$ cat config.mk
export PLATFORM = sky130hd
export DESIGN_NAME = multi_slot_deadline_timer_table
export DESIGN_NICKNAME = d
export VERILOG_FILES = /design/src/hdl/msdt_pkg.sv /design/src/hdl/msdt_cell.sv /design/src/hdl/msdt_ctrl.sv /design/src/hdl/multi_slot_deadline_timer_table.sv
export VERILOG_INCLUDE_DIRS = /design/src /design/src/hdl
export SDC_FILE = /design/constraint.sdc
export NUM_CORES = 2
export LEC_CHECK = 0
export ABC_AREA = 1
export BUFFER_PORTS_ARGS = -buffer_cell sky130_fd_sc_hd__buf_2
export CORE_MARGIN = 2
export CORE_UTILIZATION = 36
export CTS_CLUSTER_DIAMETER = 100
export DETAILED_ROUTE_END_ITERATION = 10
export PLACE_DENSITY = 0.6
export SKIP_LAST_GASP = 1
export SYNTH_ARGS = -nofsm -noshare
export SYNTH_HDL_FRONTEND = slang
export SYNTH_SLANG_ARGS = --single-unit
$ cat constraint.sdc
create_clock -name clk -period 60.4 [get_ports clk]
set_input_delay 6.04 -clock clk [delete_from_list [all_inputs] [get_ports clk]]
set_output_delay 6.04 -clock clk [all_outputs]
set_load 0.02 [all_outputs]
$ cat src/hdl/assert_macros.svh
// Assertion macros used by the RTL file msdt_ctrl.sv.
`ifndef ASSERT_MACROS_SVH
`define ASSERT_MACROS_SVH
`ifndef ASSERT_OFF
`define ASSERT_IMP(lbl, ante, cons) \
	lbl: assert property (@(posedge clk) disable iff (!arst_n) (ante) |-> (cons)) \
		else $error("assertion failed");
`define ASSERT_NXT(lbl, ante, cons) \
	lbl: assert property (@(posedge clk) disable iff (!arst_n) (ante) |=> (cons)) \
		else $error("assertion failed");
`else
`define ASSERT_IMP(lbl, ante, cons)
`define ASSERT_NXT(lbl, ante, cons)
`endif
`endif

$ cat src/hdl/msdt_pkg.sv
// Types and constants of the deadline timer table.
package msdt_pkg;
	localparam int SLOTS  = 16;
	localparam int IDX_W  = 4;
	localparam int TIME_W = 32;
	localparam int TAG_W  = 32;

	typedef enum logic [2:0] {
		ACT_ADD    = 3'd0,
		ACT_REMOVE = 3'd1,
		ACT_RUN    = 3'd2,
		ACT_NEXT   = 3'd3,
		ACT_FIND   = 3'd4
	} action_t;

	typedef enum logic [1:0] {
		ST_OK         = 2'd0,
		ST_FULL       = 2'd1,
		ST_NOT_FOUND  = 2'd2,
		ST_NOT_ACTIVE = 2'd3
	} status_t;

	typedef enum logic [1:0] {
		S_IDLE,
		S_SCAN,
		S_FINAL
	} state_t;

	typedef struct packed {
		logic              active;
		logic [TIME_W-1:0] deadline;
		logic [TIME_W-1:0] period;
		logic [TAG_W-1:0]  tag;
	} slot_t;
endpackage

$ cat src/hdl/msdt_cell.sv
// One timer slot of the rotating ring.
module msdt_cell (
	input  logic           clk,
	input  logic           arst_n,
	input  logic           shift,
	input  msdt_pkg::slot_t d,
	output msdt_pkg::slot_t q
);
	logic                       active_q;
	logic [msdt_pkg::TIME_W-1:0] deadline_q;
	logic [msdt_pkg::TIME_W-1:0] period_q;
	logic [msdt_pkg::TAG_W-1:0]  tag_q;

	always_ff @(posedge clk or negedge arst_n) begin
		if (!arst_n) begin
			active_q <= 1'b0;
		end else if (shift) begin
			active_q <= d.active;
		end
	end

	always_ff @(posedge clk) begin
		if (shift) begin
			deadline_q <= d.deadline;
			period_q   <= d.period;
			tag_q      <= d.tag;
		end
	end

	assign q = '{active: active_q, deadline: deadline_q, period: period_q, tag: tag_q};
endmodule

$ cat src/hdl/msdt_ctrl.sv
// Sequencer: walks the ring head, rewrites slots, keeps the cache, drives results.
`include "assert_macros.svh"
module msdt_ctrl (
	input  logic                         clk,
	input  logic                         arst_n,
	input  logic                         in_valid,
	output logic                         in_stall,
	input  logic [2:0]                   action,
	input  logic [msdt_pkg::TIME_W-1:0]  now,
	input  logic [msdt_pkg::TIME_W-1:0]  delay,
	input  logic [msdt_pkg::TIME_W-1:0]  period,
	input  logic [msdt_pkg::IDX_W-1:0]   slot,
	input  logic [msdt_pkg::TAG_W-1:0]   tag,
	input  msdt_pkg::slot_t              head,
	output msdt_pkg::slot_t              wb,
	output logic                         shift,
	output logic                         out_valid,
	input  logic                         out_stall,
	output logic [1:0]                   status,
	output logic                         fired,
	output logic [msdt_pkg::IDX_W-1:0]   slot_out,
	output logic [msdt_pkg::TAG_W-1:0]   tag_out,
	output logic [msdt_pkg::TIME_W-1:0]  next_deadline,
	output logic                         deadline_valid,
	output logic                         last
);
	localparam int TW = msdt_pkg::TIME_W;
	localparam int IW = msdt_pkg::IDX_W;

	msdt_pkg::state_t state_q, state_d;
	logic [2:0]    act_q;
	logic [TW-1:0] now_q, dl_q, period_q, min_q, cache_q;
	logic [IW-1:0] sel_q, cnt_q, idx_q;
	logic [msdt_pkg::TAG_W-1:0] tag_q;
	logic found_q, fired_any_q, cache_v_q;

	logic out_valid_q, fired_q, dv_q, last_q;
	logic [1:0] status_q;
	logic [IW-1:0] slot_out_q;
	logic [msdt_pkg::TAG_W-1:0] tag_out_q;
	logic [TW-1:0] nd_q;

	logic out_free, accept, step, fire, hit, last_step, emit_final;
	logic [TW:0] dl_sum, rl_sum;
	logic [TW-1:0] reload;
	logic [1:0] f_status;
	logic [IW-1:0] f_slot;
	logic [msdt_pkg::TAG_W-1:0] f_tag;
	logic [TW-1:0] f_nd;
	logic f_dv;

	assign out_free   = !out_valid_q || !out_stall;
	assign in_stall   = (state_q != msdt_pkg::S_IDLE);
	assign accept     = in_valid && !in_stall;
	assign last_step  = (cnt_q == IW'(msdt_pkg::SLOTS - 1));
	assign dl_sum     = {1'b0, now} + {1'b0, delay};
	assign rl_sum     = {1'b0, now_q} + {1'b0, head.period};
	assign reload     = rl_sum[TW] ? {TW{1'b1}} : rl_sum[TW-1:0];
	assign emit_final = (state_q == msdt_pkg::S_FINAL) && out_free;

	// next state
	always_comb begin
		state_d = state_q;
		case (state_q)
			msdt_pkg::S_IDLE:  if (accept) state_d = msdt_pkg::S_SCAN;
			msdt_pkg::S_SCAN:  if (step && last_step) state_d = msdt_pkg::S_FINAL;
			msdt_pkg::S_FINAL: if (out_free) state_d = msdt_pkg::S_IDLE;
			default:           state_d = msdt_pkg::S_IDLE;
		endcase
	end

	// head processing
	always_comb begin
		wb   = head;
		fire = 1'b0;
		hit  = 1'b0;
		case (act_q)
			msdt_pkg::ACT_ADD: if (!head.active && !found_q) begin
				hit = 1'b1;
				wb  = '{active: 1'b1, deadline: dl_q, period: period_q, tag: tag_q};
			end
			msdt_pkg::ACT_REMOVE: if (head.active && cnt_q == sel_q) begin
				hit       = 1'b1;
				wb.active = 1'b0;
			end
			msdt_pkg::ACT_RUN: if (head.active && head.deadline <= now_q) begin
				fire = 1'b1;
				if (head.period != '0) wb.deadline = reload;
				else wb.active = 1'b0;
			end
			msdt_pkg::ACT_NEXT: if (!cache_v_q && head.active &&
				(!found_q || head.deadline < min_q)) begin
				hit = 1'b1;
			end
			msdt_pkg::ACT_FIND: if (head.active && head.tag == tag_q && !found_q) begin
				hit = 1'b1;
			end
			default: ;
		endcase
		step  = (state_q == msdt_pkg::S_SCAN) && (!fire || out_free);
		shift = step;
	end

	// closing result
	always_comb begin
		f_status = msdt_pkg::ST_OK;
		f_slot   = '0;
		f_tag    = '0;
		f_nd     = '0;
		f_dv     = 1'b0;
		case (act_q)
			msdt_pkg::ACT_ADD: if (found_q) begin
				f_slot = idx_q;
				f_tag  = tag_q;
			end else begin
				f_status = msdt_pkg::ST_FULL;
			end
			msdt_pkg::ACT_REMOVE: if (found_q) f_slot = idx_q;
				else f_status = msdt_pkg::ST_NOT_ACTIVE;
			msdt_pkg::ACT_NEXT: if (cache_v_q) begin
				f_nd = cache_q;
				f_dv = 1'b1;
			end else if (found_q) begin
				f_nd = min_q;
				f_dv = 1'b1;
			end
			msdt_pkg::ACT_FIND: if (found_q) begin
				f_slot = idx_q;
				f_tag  = tag_q;
			end else begin
				f_status = msdt_pkg::ST_NOT_FOUND;
			end
			default: ;
		endcase
	end

	always_ff @(posedge clk or negedge arst_n) begin
		if (!arst_n) begin
			state_q     <= msdt_pkg::S_IDLE;
			cnt_q       <= '0;
			found_q     <= 1'b0;
			fired_any_q <= 1'b0;
			cache_v_q   <= 1'b0;
			cache_q     <= '0;
			out_valid_q <= 1'b0;
		end else begin
			state_q <= state_d;
			if (accept) begin
				found_q     <= 1'b0;
				fired_any_q <= 1'b0;
				cnt_q       <= '0;
			end
			if (step) begin
				cnt_q <= cnt_q + IW'(1);
				if (hit) found_q <= 1'b1;
				if (fire) fired_any_q <= 1'b1;
			end
			if (emit_final) begin
				case (act_q)
					msdt_pkg::ACT_ADD:
						if (found_q && cache_v_q && dl_q <= cache_q) cache_q <= dl_q;
					msdt_pkg::ACT_RUN:
						if (fired_any_q) cache_v_q <= 1'b0;
					msdt_pkg::ACT_NEXT: if (!cache_v_q && found_q) begin
						cache_q   <= min_q;
						cache_v_q <= 1'b1;
					end
					default: ;
				endcase
			end
			if (out_free) out_valid_q <= (step && fire) || emit_final;
		end
	end

	always_ff @(posedge clk) begin
		if (accept) begin
			act_q    <= action;
			now_q    <= now;
			dl_q     <= dl_sum[TW] ? {TW{1'b1}} : dl_sum[TW-1:0];
			period_q <= period;
			sel_q    <= slot;
			tag_q    <= tag;
		end
		if (step && hit) begin
			idx_q <= cnt_q;
			min_q <= head.deadline;
		end
		if (step && fire) begin
			status_q   <= msdt_pkg::ST_OK;
			fired_q    <= 1'b1;
			slot_out_q <= cnt_q;
			tag_out_q  <= head.tag;
			nd_q       <= '0;
			dv_q       <= 1'b0;
			last_q     <= 1'b0;
		end else if (emit_final) begin
			status_q   <= f_status;
			fired_q    <= 1'b0;
			slot_out_q <= f_slot;
			tag_out_q  <= f_tag;
			nd_q       <= f_nd;
			dv_q       <= f_dv;
			last_q     <= 1'b1;
		end
	end

	assign out_valid      = out_valid_q;
	assign status         = status_q;
	assign fired          = fired_q;
	assign slot_out       = slot_out_q;
	assign tag_out        = tag_out_q;
	assign next_deadline  = nd_q;
	assign deadline_valid = dv_q;
	assign last           = last_q;

	`ASSERT_IMP(a_idle_cnt, state_q == msdt_pkg::S_IDLE, cnt_q == '0)
	`ASSERT_IMP(a_fire_run, step && fire, act_q == msdt_pkg::ACT_RUN)
	`ASSERT_IMP(a_hold_why, state_q == msdt_pkg::S_SCAN && !step, out_valid_q && out_stall)
endmodule

$ cat src/hdl/multi_slot_deadline_timer_table.sv
// Top level: ring of timer slot cells plus the sequencer at its head.
//
//  channel | handshake          | payload
//  input   | in_valid/in_stall  | action now delay period slot tag
//  output  | out_valid/out_stall| status fired slot_out tag_out next_deadline
//          |                    | deadline_valid last
//
// Every transaction rotates the whole ring once, one slot per cycle when the output
// is not stalled; a new item is taken only once the last one's closing result is registered.
// A run result that cannot be taken holds the ring where it is.
// Reset clears all active marks and the cache at once; no clearing pass.
module multi_slot_deadline_timer_table (
	input  logic        clk,
	input  logic        arst_n,
	input  logic        in_valid,
	output logic        in_stall,
	input  logic [2:0]  action,
	input  logic [31:0] now,
	input  logic [31:0] delay,
	input  logic [31:0] period,
	input  logic [3:0]  slot,
	input  logic [31:0] tag,
	output logic        out_valid,
	input  logic        out_stall,
	output logic [1:0]  status,
	output logic        fired,
	output logic [3:0]  slot_out,
	output logic [31:0] tag_out,
	output logic [31:0] next_deadline,
	output logic        deadline_valid,
	output logic        last
);
	msdt_pkg::slot_t ring_q [msdt_pkg::SLOTS];
	msdt_pkg::slot_t wb;
	logic shift;

	for (genvar i = 0; i < msdt_pkg::SLOTS; i++) begin : g_ring
		msdt_cell u_cell (
			.clk   (clk),
			.arst_n(arst_n),
			.shift (shift),
			.d     ((i == msdt_pkg::SLOTS - 1) ? wb : ring_q[(i + 1) % msdt_pkg::SLOTS]),
			.q     (ring_q[i])
		);
	end

	msdt_ctrl u_ctrl (
		.clk           (clk),
		.arst_n        (arst_n),
		.in_valid      (in_valid),
		.in_stall      (in_stall),
		.action        (action),
		.now           (now),
		.delay         (delay),
		.period        (period),
		.slot          (slot),
		.tag           (tag),
		.head          (ring_q[0]),
		.wb            (wb),
		.shift         (shift),
		.out_valid     (out_valid),
		.out_stall     (out_stall),
		.status        (status),
		.fired         (fired),
		.slot_out      (slot_out),
		.tag_out       (tag_out),
		.next_deadline (next_deadline),
		.deadline_valid(deadline_valid),
		.last          (last)
	);
endmodule
* After elaboration in Yosys (flattened, before gate mapping) *
Cells that the tools add are included.

operators by class
  add/subtract/negate cells = 3
  order comparisons = 3
  equal/unequal tests = 15
  mux-type cells = 52
  reductions and logical operators = 40

operators by type and width
  cell                 number
  $mux 32              11
  $pmux 32 s2          2
  $mux 97              1
  $add 32x32->33       2
  $le 32x32->1         2
  $mux 64              1
  $mux 33              1
  $eq 32x32->1         1
  $lt 32x32->1         1
  $reduce_bool 32->1   1
  $mux 4               6
  $mux 1               20
  $logic_and 1x1->1    16
  $ne 2x1->1 const B   6
  $pmux 2 s3           2
  $mux 2               5
  $reduce_bool 2->1    5
  $reduce_and 4->1     2
  $logic_not 1->1      7
  $eq 3x2->1 const B   2
  $add 4x1->4 const B  1
  $eq 4x4->1           1
  $eq 4x4->1 const B   1
  $logic_or 1x1->1     4
  12 further kinds     12

storage, ports and cells
  flip-flop bits (word level) = 1838
  input port bits = 139
  output and inout port bits = 75
  logic and storage cells = 199

* Longest topological paths before layout *
  depth in word-level cells = 10
  gate-level depth with buffers = 20
  mapped depth without buffers = 19

* Hierarchy *
Synthesis repeated with hierarchy kept, for this count alone.

second synthesis, totals
  cell total of the unflattened synthesis = 4213
  area, all modules = 67031.8 um2

modules (own cells, without submodules)
  module     instances  cells an instance  area an instance (um2)  sequential area each (um2)
  msdt_cell  16         102                2930.3                  2907.8
  msdt_ctrl  1          2581               20146.8                 8007.7

* Worst setup path before layout *
No wires, ideal clock.

  kind = in2reg
  from = input port out_stall
  to = register g_ring[0].u_cell.deadline_q[0] (netlist bit), enable pin
  library setup time = 1246 ps
  arrival = 23813 ps
  data required time = 59154 ps
  setup slack = 35341 ps
  stages on the path = 6
  path buffers = 1
  cells stage by stage = nand2_1 > inv_1 > nand3_1 > nand2_2 > inv_2 > buf_2

between the ends
  longest elaborated chain between the ends = 4

ends and longest elaborated chain
  element                           line                                   source
  from (decl)                       multi_slot_deadline_timer_table.sv:24  input logic out_stall,
  $logic_not 1->1                   msdt_ctrl.sv:52                        assign out_free = !out_valid_q || !out_stall;
  $logic_or 1x1->1                  msdt_ctrl.sv:52
  $logic_or 1x1->1                  msdt_ctrl.sv:100                       step = (state_q == msdt_pkg::S_SCAN) && (!fire || out_free);
  $logic_and 1x1->1                 msdt_ctrl.sv:100
  named net g_ring[0].u_cell.shift  msdt_cell.sv:5                         input logic shift,
  to (signal assigned)              msdt_cell.sv:24                        deadline_q <= d.deadline;
  to (decl)                         msdt_cell.sv:10                        logic [msdt_pkg::TIME_W-1:0] deadline_q;

The timed path passes the listed nets, and every way through them passes these cells.
A chain may end at the register's enable or synchronous reset.

* Final worst setup path *
  from = input port out_stall
  to = register g_ring[0].u_cell.tag_q[23] (netlist bit), enable pin

between the ends
  longest elaborated chain between the ends = 4

ends and longest elaborated chain
  element               line              source
  $logic_not 1->1       msdt_ctrl.sv:52
  $logic_or 1x1->1      msdt_ctrl.sv:52
  $logic_or 1x1->1      msdt_ctrl.sv:100
  $logic_and 1x1->1     msdt_ctrl.sv:100
  to (signal assigned)  msdt_cell.sv:26   tag_q <= d.tag;
  to (decl)             msdt_cell.sv:12   logic [msdt_pkg::TAG_W-1:0] tag_q;

No other way between the ends.

==> impl_metrics.py <==
metrics = {
    "status": {
        "outcome": "finished clean",
    },
    "routing": {
        "detail_route.wl_per_cell_um": 18.8,
        "wl_um": 133000,
        "route.vias.total": 32800,
        "drt_drc_violations_left": 0,
        "route.antenna.remaining_nets": 0,
        "firstDrtPassIters": 8,
        "drt-vias-per-instance": 4.62,
        "first_iter_violations": 3067,
    },
    "die": {
        "floorplan_die_height_um": 434,
        "die_w_um": 434,
        "num_io_pins": 214,
        "fp.coreArea_um2": 183000,
        "placement_rows": 157,
        "fp.dieArea_um2": 189000,
        "initial_core_util_pct": 36.3,
    },
    "synth": {
        "synthCells": 4131,
        "synth_common_cells": "sky130_fd_sc_hd__edfxtp_1, sky130_fd_sc_hd__nand2_1, sky130_fd_sc_hd__inv_1, sky130_fd_sc_hd__ha_1, sky130_fd_sc_hd__o21ai_0",
        "postSynth.topFlopCell": "sky130_fd_sc_hd__edfxtp_1",
        "netlist_area_um2": 66700,
        "number_of_library_cell_types_mapped_by_synthesis": 54,
        "synth_edf_count": 1743,
        "synth_largest_type_area_fraction_pct": 78.5,
        "ys_top_cells_by_area": "sky130_fd_sc_hd__edfxtp_1, sky130_fd_sc_hd__nand2_1, sky130_fd_sc_hd__ha_1, sky130_fd_sc_hd__inv_1, sky130_fd_sc_hd__dfrtp_1",
        "yosysMostFrequentCell": "sky130_fd_sc_hd__edfxtp_1",
        "synthesized_nets": 4432,
        "yosysSeqAreaShare_pct": 81.8,
        "yosysWarningCount": 0,
        "syn-mean-instance-area_um2": 16.1,
        "ys_ff_latch": 1838,
        "synth_top_area_cell": "sky130_fd_sc_hd__edfxtp_1",
        "async_flop_share_pct": 3.16,
    },
    "sta": {
        "timing.final.ws_setup_ps": 49340,
        "period_share_pct": 18.3,
        "timing_worst_slew_pin_value_ps": 1330,
        "finClkSkew_ps": 58.1,
        "final.min_clock_period_ps": 11060,
        "fmax_mhz": 90.4,
        "slew_viol_final": 0,
        "final.setup.tns_ps": 0,
        "worst_hold_slack_ps": 380,
        "rsz0062_at_grt": "no",
        "relSlewSlack_pct": 11.4,
        "final-hold-violation-count": 0,
        "timing.final.setup_violations": 0,
    },
    "setup_path": {
        "worst_r2r_startpoint": "g_ring[0].u_cell.deadline_q[31]",
        "worst_path_maximum_fanout": 181,
        "crit_path_end_kind": "flip-flop",
        "start_kind": "primary input",
        "critical_path.max_stage_delay_ps": 1040,
        "crit_path_cells": "buf_2 > nand2_1 > inv_1 > nand3_1 > nand2_2 > inv_8 > buf_4 > buf_12 > buf_4 > buf_4",
        "timing.critical_path.to": "g_ring[0].u_cell.tag_q[23]",
        "critPathBufInv": 7,
        "worstSetupStartpoint": "out_stall",
        "worstSetupPathDepth": 10,
        "destination_of_the_worst_register_to_register_timing_path": "g_ring[0].u_cell.tag_q[23]",
        "r2r_slack_ps": 52870,
        "worstPathArrival_ps": 11460,
        "worstPathRequired_ps": 60800,
        "critical_path.most_common_cell": "sky130_fd_sc_hd__buf_4",
        "worst_path_max_delay_cell": "sky130_fd_sc_hd__buf_4",
        "critical_path.top_delay_family": "buffers and inverters",
        "worst_path_class_setup": "in -> reg",
        "r2r_cells": 15,
    },
    "clock_network": {
        "clock_network_latency_to_the_later_pin_of_the_worst_skew_pair_ps": 840,
        "cts-htree-levels": 4,
        "cts_buffers": 183,
        "post_cts_resized": 0,
        "clockBufferDepth": 3,
        "cts_setup_buffers": 0,
        "clock_tree_from_tritoncts": "yes",
        "cts.reportedPaths.clkPinSlew_ps": 60,
        "cts_hold_buffers": 0,
        "numClockSinks": 1838,
        "clock_root_buffer": "sky130_fd_sc_hd__clkbuf_16",
    },
    "placed_design": {
        "routability_congestion": 0.902,
        "port-buffer-count": 213,
        "dp_slack_ps": 48490,
        "hpwl_um": 89100,
        "place_inst": 6756,
    },
    "power": {
        "total_leakage_power_nw": 29.3,
        "power.net_switching_mw": 1.14,
        "power_mw": 4.17,
        "swShare_pct": 27.3,
        "clockPowerShare_pct": 26.6,
        "pwr_density_cell_nw_per_um2": 54.4,
        "pwr-share-seq_pct": 59.5,
        "comb_power_share_pct": 13.9,
        "peakVddDrop_mv": 0.0409,
        "power_report.internal_total_mw": 3.03,
    },
    "grt": {
        "gr_util_met2_pct": 22.0,
        "grt_max_degree": 215,
        "track_usage_pct": 14.0,
        "grt_antenna_before_repair": 17,
        "grt_pass1_wl_um": 197000,
        "number_of_global_route_vias_before_repair": 31900,
        "met3_usage_pct": 2.72,
        "grt_overflow": 0,
        "gr-usage-met1_pct": 19.3,
        "grt_busiest_layer": "met2",
    },
    "hold_path": {
        "holdCritPathClass": "reg -> reg",
    },
    "final_layout": {
        "area_delta_synth_final_pct": 15.0,
        "layout.nets": 4778,
        "layout_cell_share_with_drive_strength_beyond_1_pct": 12.7,
        "fin_cells": 7102,
    },
    "job": {
        "timing.max_cap.violations": 0,
    },
}
## logic make-up after synthesis
kind of cell	Yosys count	synth area share, %
compound gates	462	4.09
buf+inv	533	3.22
simple gates	1055	6.63
flops	1838	81.8
xor+xnor	49	0.644
mux	32	0.541
fa+ha+maj	162	3.06
## sequential cells by signal, indices dropped and copies added (netlist names), 16 cells and up
signal	flops
g_ring.u_cell.active_q	16
g_ring.u_cell.deadline_q	512
g_ring.u_cell.period_q	512
g_ring.u_cell.tag_q	512
u_ctrl.cache_q	32
u_ctrl.dl_q	32
u_ctrl.min_q	32
u_ctrl.next_deadline	32
u_ctrl.now_q	32
u_ctrl.period_q	32
u_ctrl.tag_out	32
u_ctrl.tag_q	32
## how the worst min path moves through the flow
| stage | startpoint | to | slack [ps] | depth (start not counted) |
|---|---|---|---|---|
| after floorplan | g_ring[1].u_cell.deadline_q[0] | g_ring[0].u_cell.deadline_q[0] | 400 | 0 |
| after global placement | g_ring[4].u_cell.deadline_q[3] | g_ring[3].u_cell.deadline_q[3] | 400 | 0 |
| after detailed placement | g_ring[1].u_cell.deadline_q[5] | g_ring[0].u_cell.deadline_q[5] | 400 | 0 |
| after CTS | g_ring[15].u_cell.deadline_q[25] | g_ring[14].u_cell.deadline_q[25] | 370 | 0 |
| after global routing | g_ring[12].u_cell.deadline_q[24] | g_ring[11].u_cell.deadline_q[24] | 380 | 0 |
| final | g_ring[12].u_cell.deadline_q[24] | g_ring[11].u_cell.deadline_q[24] | 380 | 0 |
## routing by layer
metal | share of wire (%) | vias to the layer above
met5 | 0 | -
met1 | 45 | 16100
met3 | 4.7 | 237
met2 | 47 | 772
met4 | 3.3 | 0
li1 | - | 15600
## stage by stage
step	util [%]	instance area, µm²
final	41.8	76700
after global routing	41.8	76700
after CTS	41.8	76700
after detailed placement	38.5	70600
after global placement	38.5	70600
after floorplan	-	66700
## worst register-to-register path, delay by kind of cell, from the launching register on
family / cells / cell delay (ps)
DFF: 1 / 580
buffers and inverters: 5 / 4570
adders and majority gates: 1 / 410
and+or+nand+nor: 9 / 1470
## area by class of cell
| cell class | instances | area, µm² |
|---|---|---|
| fillers | 16500 | 107000 |
| well taps | 2464 | 3080 |
| repair buffers | 237 | 1280 |
| flip-flops and latches | 1838 | 54500 |
| clock inverters | 106 | 1150 |
| diodes | 9 | 22.5 |
| inverters | 457 | 1730 |
| clock buffers | 231 | 4870 |
| multi-input cells | 1760 | 10000 |
## placed cells by master (no fill, tap or decap), types with 9 or more instances in the layout
| master | instances |
|---|---|
| sky130_fd_sc_hd__nor2_1 | 144 |
| sky130_fd_sc_hd__a21oi_1 | 138 |
| sky130_fd_sc_hd__buf_2 | 213 |
| sky130_fd_sc_hd__dfxtp_1 | 37 |
| sky130_fd_sc_hd__mux2_2 | 32 |
| sky130_fd_sc_hd__clkbuf_16 | 187 |
| sky130_fd_sc_hd__clkinv_16 | 12 |
| sky130_fd_sc_hd__clkinv_2 | 34 |
| sky130_fd_sc_hd__ha_1 | 160 |
| sky130_fd_sc_hd__o21bai_1 | 17 |
| sky130_fd_sc_hd__xor2_1 | 26 |
| sky130_fd_sc_hd__clkinv_1 | 32 |
| sky130_fd_sc_hd__edfxtp_1 | 1743 |
| sky130_fd_sc_hd__o21ai_0 | 151 |
| sky130_fd_sc_hd__nand2_1 | 694 |
| sky130_fd_sc_hd__nand4_1 | 34 |
| sky130_fd_sc_hd__o22ai_1 | 64 |
| sky130_fd_sc_hd__nor4_1 | 16 |
| sky130_fd_sc_hd__o22ai_2 | 10 |
| sky130_fd_sc_hd__diode_2 | 9 |
| sky130_fd_sc_hd__buf_4 | 21 |
| sky130_fd_sc_hd__dfrtp_1 | 58 |
| sky130_fd_sc_hd__a22oi_1 | 31 |
| sky130_fd_sc_hd__xnor2_1 | 23 |
| sky130_fd_sc_hd__nor3_1 | 13 |
| sky130_fd_sc_hd__o21ai_1 | 10 |
| sky130_fd_sc_hd__clkbuf_1 | 41 |
| sky130_fd_sc_hd__inv_1 | 447 |
| sky130_fd_sc_hd__nand3_1 | 120 |
| sky130_fd_sc_hd__bufinv_16 | 11 |
## power groups by stage
stage / Sequential, mW / Clock (mW) / Combinational [mW]
after floorplan: 2.70 / 0 / 0.410
after global placement: 2.48 / 0 / 0.576
after detailed placement: 2.50 / 0 / 0.588
after CTS: 2.49 / 1.15 / 0.589
after global routing: 2.54 / 1.20 / 0.656
final: 2.48 / 1.11 / 0.579
Note: power is estimated with default switching activity, not from simulation.
